`src/rtl/metp_pkg.sv`:
```
package metp_pkg;

    localparam int FRAC_BITS_DEF  = 28;
    localparam int COUNT_BITS_DEF = 16;
    localparam int LIMIT_W        = 16;
    localparam int IN_W           = 32;
    localparam int LEVEL_W        = 17;

    localparam logic REG_LIMIT = 1'b0;
    localparam logic REG_PRIOR = 1'b1;

    typedef enum logic [2:0] {
        ST_IDLE,
        ST_PRIOR,
        ST_ITER,
        ST_DIV,
        ST_OUT
    } state_t;

    // Status handed from a serial unit to the sequencer
    typedef struct packed {
        logic busy;
        logic done;
    } unit_stat_t;

endpackage

```
`src/rtl/metp_sermul.sv`:
```
// Unsigned shift-add multiplier, one multiplier bit per cycle
module metp_sermul #(
    parameter int W = 64
) (
    input  logic           clk,
    input  logic           rst_n,
    input  logic           start,
    input  logic [W-1:0]   a,
    input  logic [W-1:0]   b,
    output logic [2*W-1:0] prod,
    output metp_pkg::unit_stat_t stat
);

    localparam int CW = $clog2(W + 1);

    logic [2*W-1:0] acc_reg;
    logic [2*W-1:0] mcand_reg;
    logic [W-1:0]   mplier_reg;
    logic [CW-1:0]  cnt_reg;
    logic           busy_reg;
    logic           done_reg;

    // Add one shifted partial product per cycle
    always_ff @(posedge clk or negedge rst_n)
    begin
        if (!rst_n)
        begin
            busy_reg <= 1'b0;
            done_reg <= 1'b0;
            cnt_reg  <= '0;
        end
        else
        begin
            done_reg <= 1'b0;
            if (start)
            begin
                busy_reg <= 1'b1;
                cnt_reg  <= CW'(W);
            end
            else if (busy_reg)
            begin
                cnt_reg <= cnt_reg - 1'b1;
                if (cnt_reg == CW'(1))
                begin
                    busy_reg <= 1'b0;
                    done_reg <= 1'b1;
                end
            end
        end
    end

    always_ff @(posedge clk)
    begin
        if (start)
        begin
            acc_reg    <= '0;
            mcand_reg  <= {{W{1'b0}}, a};
            mplier_reg <= b;
        end
        else if (busy_reg)
        begin
            if (mplier_reg[0])
            begin
                acc_reg <= acc_reg + mcand_reg;
            end
            mcand_reg  <= mcand_reg << 1;
            mplier_reg <= mplier_reg >> 1;
        end
    end

    assign prod      = acc_reg;
    assign stat.busy = busy_reg;
    assign stat.done = done_reg;

endmodule

```
`src/rtl/metp_serdiv.sv`:
```
// Restoring divider, one quotient bit per cycle
module metp_serdiv #(
    parameter int NW = 32,
    parameter int DW = 16
) (
    input  logic          clk,
    input  logic          rst_n,
    input  logic          start,
    input  logic [NW-1:0] num,
    input  logic [DW-1:0] den,
    output logic [NW-1:0] quo,
    output metp_pkg::unit_stat_t stat
);

    localparam int CW = $clog2(NW + 1);

    logic [NW-1:0] q_reg;
    logic [DW:0]   rem_reg;
    logic [DW-1:0] den_reg;
    logic [CW-1:0] cnt_reg;
    logic          busy_reg;
    logic          done_reg;
    logic [DW:0]   trial;
    logic [DW:0]   diff;

    assign trial = {rem_reg[DW-1:0], q_reg[NW-1]};
    assign diff  = trial - {1'b0, den_reg};

    always_ff @(posedge clk or negedge rst_n)
    begin
        if (!rst_n)
        begin
            busy_reg <= 1'b0;
            done_reg <= 1'b0;
            cnt_reg  <= '0;
        end
        else
        begin
            done_reg <= 1'b0;
            if (start)
            begin
                busy_reg <= 1'b1;
                cnt_reg  <= CW'(NW);
            end
            else if (busy_reg)
            begin
                cnt_reg <= cnt_reg - 1'b1;
                if (cnt_reg == CW'(1))
                begin
                    busy_reg <= 1'b0;
                    done_reg <= 1'b1;
                end
            end
        end
    end

    // Shift in one numerator bit, subtract when it fits
    always_ff @(posedge clk)
    begin
        if (start)
        begin
            q_reg   <= num;
            rem_reg <= '0;
            den_reg <= den;
        end
        else if (busy_reg)
        begin
            if (!diff[DW])
            begin
                rem_reg <= diff;
                q_reg   <= {q_reg[NW-2:0], 1'b1};
            end
            else
            begin
                rem_reg <= trial;
                q_reg   <= {q_reg[NW-2:0], 1'b0};
            end
        end
    end

    assign quo       = q_reg;
    assign stat.busy = busy_reg;
    assign stat.done = done_reg;

endmodule

```
`src/rtl/mandelbrot_escape_time_pixel_core.sv`:
```
// Work per item: a skipped pixel goes straight to the output; the prior test runs 2 or 6
// products; each full iteration runs three bit-serial products of 4F+8 bits, and then a
// COUNT_BITS+17 bit level division follows. F = FRAC_BITS.
// Flow: one item at a time; the next is taken once the result sits in the
// output register.
// Reset: rst_n asynchronous, active low; limit 256, prior test enabled, no result held.
module mandelbrot_escape_time_pixel_core #(
    parameter int FRAC_BITS  = metp_pkg::FRAC_BITS_DEF,
    parameter int COUNT_BITS = metp_pkg::COUNT_BITS_DEF
) (
    input  logic        clk,
    input  logic        rst_n,
    input  logic        cfg_we,
    input  logic        cfg_index,
    input  logic [15:0] cfg_wdata,
    input  logic        s_tvalid,
    output logic        s_tready,
    input  logic [63:0] s_tdata,   // c_real [31:0], c_imag [63:32]
    input  logic        s_tuser,   // skip_pixel
    output logic        m_tvalid,
    input  logic        m_tready,
    output logic [39:0] m_tdata,   // iteration_count [15:0], level [32:16], zero fill
    output logic [1:0]  m_tuser    // by_prior_test [0], left_unwritten [1]
);

    // Signed word: holds any input point and values up to 32 in magnitude
    localparam int XW  = (FRAC_BITS + 6 > metp_pkg::IN_W + 1) ? FRAC_BITS + 6
                                                               : metp_pkg::IN_W + 1;
    // Prior test word: enough for q*q at 4F fraction bits
    localparam int TW  = 4 * FRAC_BITS + 8;
    localparam int LW  = COUNT_BITS + 17;
    localparam int CBW = (COUNT_BITS < metp_pkg::LIMIT_W) ? COUNT_BITS : metp_pkg::LIMIT_W;
    // With this many fraction bits every input lies inside the cardioid
    localparam logic BIG_FRAC = (FRAC_BITS >= 33);

    // Configuration
    logic [metp_pkg::LIMIT_W-1:0] limit_reg;
    logic                         prior_reg;

    always_ff @(posedge clk or negedge rst_n)
    begin
        if (!rst_n)
        begin
            limit_reg <= 16'd256;
            prior_reg <= 1'b1;
        end
        else if (cfg_we)
        begin
            unique case (cfg_index)
                metp_pkg::REG_LIMIT: limit_reg <= cfg_wdata;
                metp_pkg::REG_PRIOR: prior_reg <= cfg_wdata[0];
                default: ;
            endcase
        end
    end

    logic [COUNT_BITS-1:0] limit;
    assign limit = COUNT_BITS'({{(COUNT_BITS){1'b0}}, limit_reg[CBW-1:0]});

    metp_pkg::state_t state_reg, state_next;
    logic [3:0] step_reg, step_next;

    logic signed [XW-1:0] cr_reg, ci_reg, x_reg, y_reg;
    logic [COUNT_BITS-1:0] n_reg;
    logic        hit_reg, skip_reg;
    logic [TW-1:0] t0_reg, t1_reg, t2_reg;
    logic signed [XW+1:0] x2_reg, y2_reg;

    // Shared multiplier
    logic            m_start;
    logic [TW-1:0]   m_a, m_b;
    logic [2*TW-1:0] m_prod;
    metp_pkg::unit_stat_t m_stat;

    metp_sermul #(.W(TW)) u_mul (
        .clk(clk), .rst_n(rst_n), .start(m_start), .a(m_a), .b(m_b),
        .prod(m_prod), .stat(m_stat)
    );

    logic              d_start;
    logic [LW-1:0]     d_quo;
    metp_pkg::unit_stat_t d_stat;

    metp_serdiv #(.NW(LW), .DW(COUNT_BITS)) u_div (
        .clk(clk), .rst_n(rst_n), .start(d_start),
        .num({1'b0, n_reg, 16'd0}), .den(limit), .quo(d_quo), .stat(d_stat)
    );

    // Fixed constants in FRAC_BITS fixed point; QQ is 1/16 at 2*FRAC_BITS fraction bits
    localparam logic signed [XW-1:0] ONE     = XW'(1) <<< FRAC_BITS;
    localparam logic signed [XW-1:0] QUARTER = ONE >>> 2;
    localparam logic signed [XW-1:0] TWO     = ONE <<< 1;
    localparam logic signed [XW+1:0] FOUR    = (XW+2)'(1) <<< (FRAC_BITS + 2);
    localparam logic [TW-1:0]        QQ      = TW'(1) << (2 * FRAC_BITS - 4);

    function automatic logic [XW-1:0] absv(input logic signed [XW-1:0] v);
        absv = v[XW-1] ? XW'(-v) : XW'(v);
    endfunction

    logic signed [XW-1:0] dx, u;
    assign dx = cr_reg + ONE;
    assign u  = cr_reg - QUARTER;

    // Truncated product of magnitudes, F fraction bits
    logic [XW+1:0] mtrunc;
    assign mtrunc = (XW+2)'(m_prod >> FRAC_BITS);

    logic in_box;
    assign in_box = !(cr_reg < -ONE || cr_reg > (ONE >>> 1) || ci_reg > ONE || ci_reg < -ONE);

    logic bulb_box;
    assign bulb_box = absv(dx) <= XW'(QUARTER) && absv(ci_reg) <= XW'(QUARTER);

    // Bulb decision after the second product, cardioid decision after the sixth
    logic bulb_hit, card_hit;
    logic [TW-1:0] qa_sh, card_lhs, card_rhs;
    assign bulb_hit = BIG_FRAC || (bulb_box && (t1_reg + m_prod[TW-1:0] <= QQ));
    assign qa_sh    = TW'(m_prod[TW-1:0] << FRAC_BITS);
    assign card_lhs = u[XW-1] ? t2_reg : t2_reg + qa_sh;
    assign card_rhs = u[XW-1] ? (t1_reg << (2*FRAC_BITS-2)) + qa_sh
                              : (t1_reg << (2*FRAC_BITS-2));
    assign card_hit = card_lhs <= card_rhs;

    logic signed [XW+1:0] xy_s, sum_x, sum_y;
    logic mag_big, iter_stop;
    assign mag_big   = absv(x_reg) > XW'(TWO) || absv(y_reg) > XW'(TWO);
    assign iter_stop = (n_reg >= limit) || mag_big;

    // Saturation is unreachable: values stay below 16 in magnitude here
    always_comb
    begin
        xy_s  = (x_reg[XW-1] ^ y_reg[XW-1]) ? -$signed(mtrunc) : $signed(mtrunc);
        sum_y = (xy_s <<< 1) + ci_reg;
        sum_x = x2_reg - y2_reg + cr_reg;
    end

    // Result waits here so the next item can start
    logic        out_valid_reg;
    logic [39:0] out_data_reg;
    logic [1:0]  out_user_reg;
    logic        out_load;
    assign out_load = (state_reg == metp_pkg::ST_OUT) && (!out_valid_reg || m_tready);

    // Next state, step and multiplier operands
    always_comb
    begin
        state_next = state_reg;
        step_next  = step_reg;
        m_start = 1'b0;
        m_a = '0;
        m_b = '0;
        unique case (state_reg)
            metp_pkg::ST_IDLE:
            begin
                step_next = '0;
                if (s_tvalid)
                begin
                    if (s_tuser || (limit == '0 && !prior_reg))
                        state_next = metp_pkg::ST_OUT;
                    else if (prior_reg)
                        state_next = metp_pkg::ST_PRIOR;
                    else
                        state_next = metp_pkg::ST_ITER;
                end
            end
            metp_pkg::ST_PRIOR:
            begin
                if (!m_stat.busy && !m_stat.done)
                begin
                    m_start = 1'b1;
                    unique case (step_reg)
                        4'd0: begin m_a = TW'(absv(dx)); m_b = TW'(absv(dx)); end
                        4'd1: begin m_a = TW'(absv(ci_reg)); m_b = TW'(absv(ci_reg)); end
                        4'd2: begin m_a = TW'(absv(u)); m_b = TW'(absv(u)); end
                        4'd3: begin m_a = TW'(absv(ci_reg)); m_b = TW'(absv(ci_reg)); end
                        4'd4: begin m_a = t0_reg; m_b = t0_reg; end
                        default: begin m_a = t0_reg; m_b = TW'(absv(u)); end
                    endcase
                end
                if (m_stat.done)
                begin
                    step_next = step_reg + 1'b1;
                    if (step_reg == 4'd1)
                    begin
                        if (bulb_hit)
                            state_next = metp_pkg::ST_OUT;
                        else if (!in_box)
                        begin
                            state_next = metp_pkg::ST_ITER;
                            step_next  = '0;
                        end
                    end
                    if (step_reg == 4'd5)
                    begin
                        step_next  = '0;
                        state_next = card_hit ? metp_pkg::ST_OUT : metp_pkg::ST_ITER;
                    end
                end
            end
            metp_pkg::ST_ITER:
            begin
                if (!m_stat.busy && !m_stat.done)
                begin
                    if (step_reg == 4'd0 && iter_stop)
                        state_next = (limit == '0) ? metp_pkg::ST_OUT : metp_pkg::ST_DIV;
                    else
                    begin
                        m_start = 1'b1;
                        unique case (step_reg)
                            4'd0: begin m_a = TW'(absv(x_reg)); m_b = TW'(absv(x_reg)); end
                            4'd1: begin m_a = TW'(absv(y_reg)); m_b = TW'(absv(y_reg)); end
                            default: begin m_a = TW'(absv(x_reg)); m_b = TW'(absv(y_reg)); end
                        endcase
                    end
                end
                if (m_stat.done)
                begin
                    if (step_reg == 4'd1)
                    begin
                        if (x2_reg + $signed(mtrunc) > FOUR)
                            state_next = metp_pkg::ST_DIV;
                        step_next = 4'd2;
                    end
                    else if (step_reg == 4'd2)
                        step_next = '0;
                    else
                        step_next = 4'd1;
                end
            end
            metp_pkg::ST_DIV:
            begin
                if (d_stat.done)
                    state_next = metp_pkg::ST_OUT;
            end
            metp_pkg::ST_OUT:
            begin
                if (out_load)
                    state_next = metp_pkg::ST_IDLE;
            end
            default: state_next = metp_pkg::ST_IDLE;
        endcase
    end

    always_ff @(posedge clk or negedge rst_n)
    begin
        if (!rst_n)
        begin
            state_reg <= metp_pkg::ST_IDLE;
            step_reg  <= '0;
        end
        else
        begin
            state_reg <= state_next;
            step_reg  <= step_next;
        end
    end

    // Pulse the divider start in the first division cycle
    logic div_go_reg;
    always_ff @(posedge clk or negedge rst_n)
    begin
        if (!rst_n)
            div_go_reg <= 1'b0;
        else
            div_go_reg <= (state_next == metp_pkg::ST_DIV) && (state_reg != metp_pkg::ST_DIV);
    end
    assign d_start = div_go_reg;

    // Datapath registers
    always_ff @(posedge clk)
    begin
        if (state_reg == metp_pkg::ST_IDLE && s_tvalid)
        begin
            cr_reg   <= XW'($signed(s_tdata[31:0]));
            ci_reg   <= XW'($signed(s_tdata[63:32]));
            x_reg    <= XW'($signed(s_tdata[31:0]));
            y_reg    <= XW'($signed(s_tdata[63:32]));
            skip_reg <= s_tuser;
            hit_reg  <= 1'b0;
            n_reg    <= '0;
        end
        if (state_reg == metp_pkg::ST_PRIOR && m_stat.done)
        begin
            unique case (step_reg)
                4'd0: t1_reg <= m_prod[TW-1:0];
                4'd1: if (bulb_hit) hit_reg <= 1'b1;
                4'd2: t0_reg <= m_prod[TW-1:0];
                4'd3: begin t0_reg <= t0_reg + m_prod[TW-1:0];
                            t1_reg <= m_prod[TW-1:0]; end
                4'd4: t2_reg <= m_prod[TW-1:0];
                default: if (card_hit) hit_reg <= 1'b1;
            endcase
        end
        if (state_reg == metp_pkg::ST_ITER && m_stat.done)
        begin
            unique case (step_reg)
                4'd0: x2_reg <= $signed(mtrunc);
                4'd1: y2_reg <= $signed(mtrunc);
                default:
                begin
                    x_reg <= XW'(sum_x);
                    y_reg <= XW'(sum_y);
                    n_reg <= n_reg + 1'b1;
                end
            endcase
        end
    end

    logic [metp_pkg::LEVEL_W-1:0] lvl;
    always_comb
    begin
        if (skip_reg || (limit == '0 && !hit_reg))
            lvl = '0;
        else if (hit_reg)
            lvl = 17'h10000;
        else
            lvl = d_quo[metp_pkg::LEVEL_W-1:0];
    end

    // Hold the result until taken; load the next one as it leaves
    always_ff @(posedge clk or negedge rst_n)
    begin
        if (!rst_n)
        begin
            out_valid_reg <= 1'b0;
            out_data_reg  <= '0;
            out_user_reg  <= '0;
        end
        else if (out_load)
        begin
            out_valid_reg <= 1'b1;
            out_data_reg  <= {7'd0, lvl,
                (skip_reg ? 16'd0 : (hit_reg ? 16'(limit) : 16'(n_reg)))};
            out_user_reg  <= {skip_reg, hit_reg & !skip_reg};
        end
        else if (m_tready)
            out_valid_reg <= 1'b0;
    end

    assign s_tready = (state_reg == metp_pkg::ST_IDLE);
    assign m_tvalid = out_valid_reg;
    assign m_tdata  = out_data_reg;
    assign m_tuser  = out_user_reg;

endmodule

```
`config.mk`:
```
export PLATFORM = sky130hd
export DESIGN_NAME = mandelbrot_escape_time_pixel_core
export DESIGN_NICKNAME = d
export VERILOG_FILES = /design/src/rtl/metp_pkg.sv /design/src/rtl/metp_sermul.sv /design/src/rtl/metp_serdiv.sv /design/src/rtl/mandelbrot_escape_time_pixel_core.sv
export SDC_FILE = /design/constraint.sdc
export NUM_CORES = 2
export LEC_CHECK = 0
export BUFFER_PORTS_ARGS = -buffer_cell sky130_fd_sc_hd__clkbuf_2
export CAP_MARGIN = 5
export CELL_PAD_IN_SITES_DETAIL_PLACEMENT = 1
export CELL_PAD_IN_SITES_GLOBAL_PLACEMENT = 1
export CORE_MARGIN = 3
export CORE_UTILIZATION = 54
export CTS_CLUSTER_SIZE = 12
export DETAILED_ROUTE_END_ITERATION = 8
export PLACE_DENSITY = 0.86
export SLEW_MARGIN = 25
export SYNTH_ARGS = -nofsm -noshare
export SYNTH_HDL_FRONTEND = slang
export SYNTH_HIERARCHICAL = 1
export SYNTH_SLANG_ARGS = --single-unit
```
`constraint.sdc`:
```
create_clock -name clk -period 17.6 [get_ports clk]
set_input_delay 3.52 -clock clk [delete_from_list [all_inputs] [get_ports clk]]
set_output_delay 3.52 -clock clk [all_outputs]
set_load 0.1 [all_outputs]
```
==> reports/summary.txt <==
drt first-iter violations -> 12.4k
antenna-violating nets left -> 0
initial antenna violation count -> 46
Nets -> 11.4k
Setup crit end kind -> flip-flop
RSZ-0062 raised after global routing -> no
post_cts resized -> 0
Worst Clk Skew -> 0.0511 ns
die area -> 0.173 mm2
Inserted Clock Buffers -> 134
root buffer cell -> clkbuf_16
hold crit path type -> reg2reg
vias in the first global route -> 92.0k
critical path type -> reg2reg
outcome -> completed
Max-Cap Viols -> 0
fin area -> 0.0984 mm2
# port buffers -> 123
Die H -> 416 um
final slew viol count -> 0
synthesized area per cell -> 8.58 um2
largest net degree at the start of global routing -> 236
crit share post-route -> 49.3%
WP data arrival -> 9.09 ns
Area after DPL -> 0.0939 mm2
first-pass GRT wire length -> 606 mm
P&R area growth vs syn -> 8.33%
TritonCTS sink count -> 1083
setup violators final -> 0
std cell rows -> 149
Routed WL -> 415 mm
Worst setup SP type -> flip-flop
Leak -> 0.0406 uW
share of layout cells above drive strength 1 -> 8.87%
Initial Util -> 54.7%
Clock transition at path regs -> 0.06 ns
total grt overflow -> 0
PwrDens -> 204 mW/mm2
IO Pins -> 131
Detailed Place HPWL -> 309 mm
Total GRT Usage -> 46.0%
Syn Std Cell Area -> 0.0909 mm2
Post-route DRC -> 0
maximum operating frequency -> 115 MHz
RD Place Congestion -> 1.04
CP Max Fanout -> 76
Max VDD drop -> 165 uV
vias per inst -> 7.22
Clock Path Buffers -> 3
synth warn -> 6
Synth Instances -> 10.6k
fillcell total -> 19.4k
Tmin final -> 8.67 ns
required time of the critical path -> 18.02 ns
TritonRoute pass-1 iters -> 9
Slew @ Worst Pin -> 1.19 ns
Multi-input gate area -> 0.0577 mm2
Seq. cell area -> 0.0299 mm2
clk_lat worst skew -> 0.84 ns
Core Box Area -> 0.166 mm2
total negative slack -> 0 ns
post-CTS setup buffer count -> 0
Final Hold Fails -> 0
routed via count -> 92.7k
Rel. slew slack -> 20.2%
hold buffers post-CTS -> 0
Die W -> 416 um
CTS H-tree depth -> 4
DR WL/cell -> 32.3 um
CTS tree -> done
-- cells in the final DEF, fill, tap and decap left out, types with 92 or more instances in the layout --
cell type,count
mux2_2,286
nor4_1,92
xor2_1,302
nor3_1,176
ha_1,760
nand2b_1,118
clkbuf_2,122
nand2_1,1218
o31ai_1,99
inv_1,364
a21o_1,367
o21bai_1,119
xnor2_1,404
nand3_1,158
nand4_1,238
edfxtp_1,784
nor2_1,699
buf_4,196
dfxtp_1,221
o22ai_1,126
a21oi_1,1062
o21ai_0,852
clkbuf_16,136
and3_1,230
-- where the power goes --
group,switching (uW),total [uW],internal (uW)
Clock,1260,2850,1600
Sequential,697,4350,3650
Combinational,8650,12900,4270
Total,10600,20100,9520
-- worst max-delay path, stage by stage, from the launching register on --
cell and delay, ns:
dfxtp_1 0.41, or4_1 0.63, nor4_1 0.33, nand2b_1 0.19, or3_1 0.42, or2_2 0.39
o31ai_1 0.30, xnor2_1 0.18, nor3_1 0.20, nand4_1 0.09, o21ai_0 0.40, o211ai_1 0.31
o21ai_0 0.51, nand3_2 0.12, buf_4 0.36, nand2_4 0.80, or2_4 0.92, buf_4 0.69
buf_6 0.67
-- path summary, 6_finish.rpt --
| kind | startpoint | cells past startpoint | slack (ns) | to |
|---|---|---|---|---|
| max in group asynchronous | rst_n | 2 | 13.65 | d_start |
| hold / removal | u_mul/prod[95] | 2 | 0.48 | u_mul/prod[95] |
| hold reg to reg | u_mul/prod[95] | 2 | 0.48 | u_mul/prod[95] |
| setup / recovery | y_reg[7] | 18 | 8.93 | u_mul/mplier_reg[119] |
| setup reg to reg | y_reg[7] | 18 | 8.93 | u_mul/mplier_reg[119] |
| min in group asynchronous | rst_n | 1 | 2.58 | m_tdata[26] |
-- area by class of cell --
cell class                 count  share of cell area, %
clock inverter                62                  0.627
multi-input combinational   8603                   58.6
clock buffer                 187                   3.82
antenna                       26                 0.0661
timing repair buffer         326                   2.27
tap                         2189                   2.78
sequential                  1083                   30.4
inverter                     365                   1.39
-- per-stage QoR --
| stage | setup WS, ns | power [uW] | std cells | hold slack (ns) | util, % |
|---|---|---|---|---|---|
| 2_1_floorplan | 9.61 | 12200 | 10608 | 0.464 | - |
| 3_3_place_gp | 9.48 | 15800 | 12563 | 0.439 | 56.5 |
| 3_5_place_dp | 9.09 | 16400 | 12564 | 0.462 | 56.5 |
| 4_1_cts | 9.07 | 19500 | 12813 | 0.471 | 59.2 |
| 5_1_grt | 8.46 | 20900 | 12815 | 0.514 | 59.2 |
| 6_report | 8.93 | 20100 | 12841 | 0.478 | 59.3 |
-- per-layer routing --
metal	global-route usage, %	share of wire (%)	wire length (um)	up-vias
met5	0	0.071	296	-
met4	25.2	6.4	26500	34
met3	14.0	13	53000	1461
met2	68.1	42	175000	6195
met1	59.9	39	160000	45846
li1	-	-	-	39209
No activity file was read; power rests on OpenSTA's default activity.
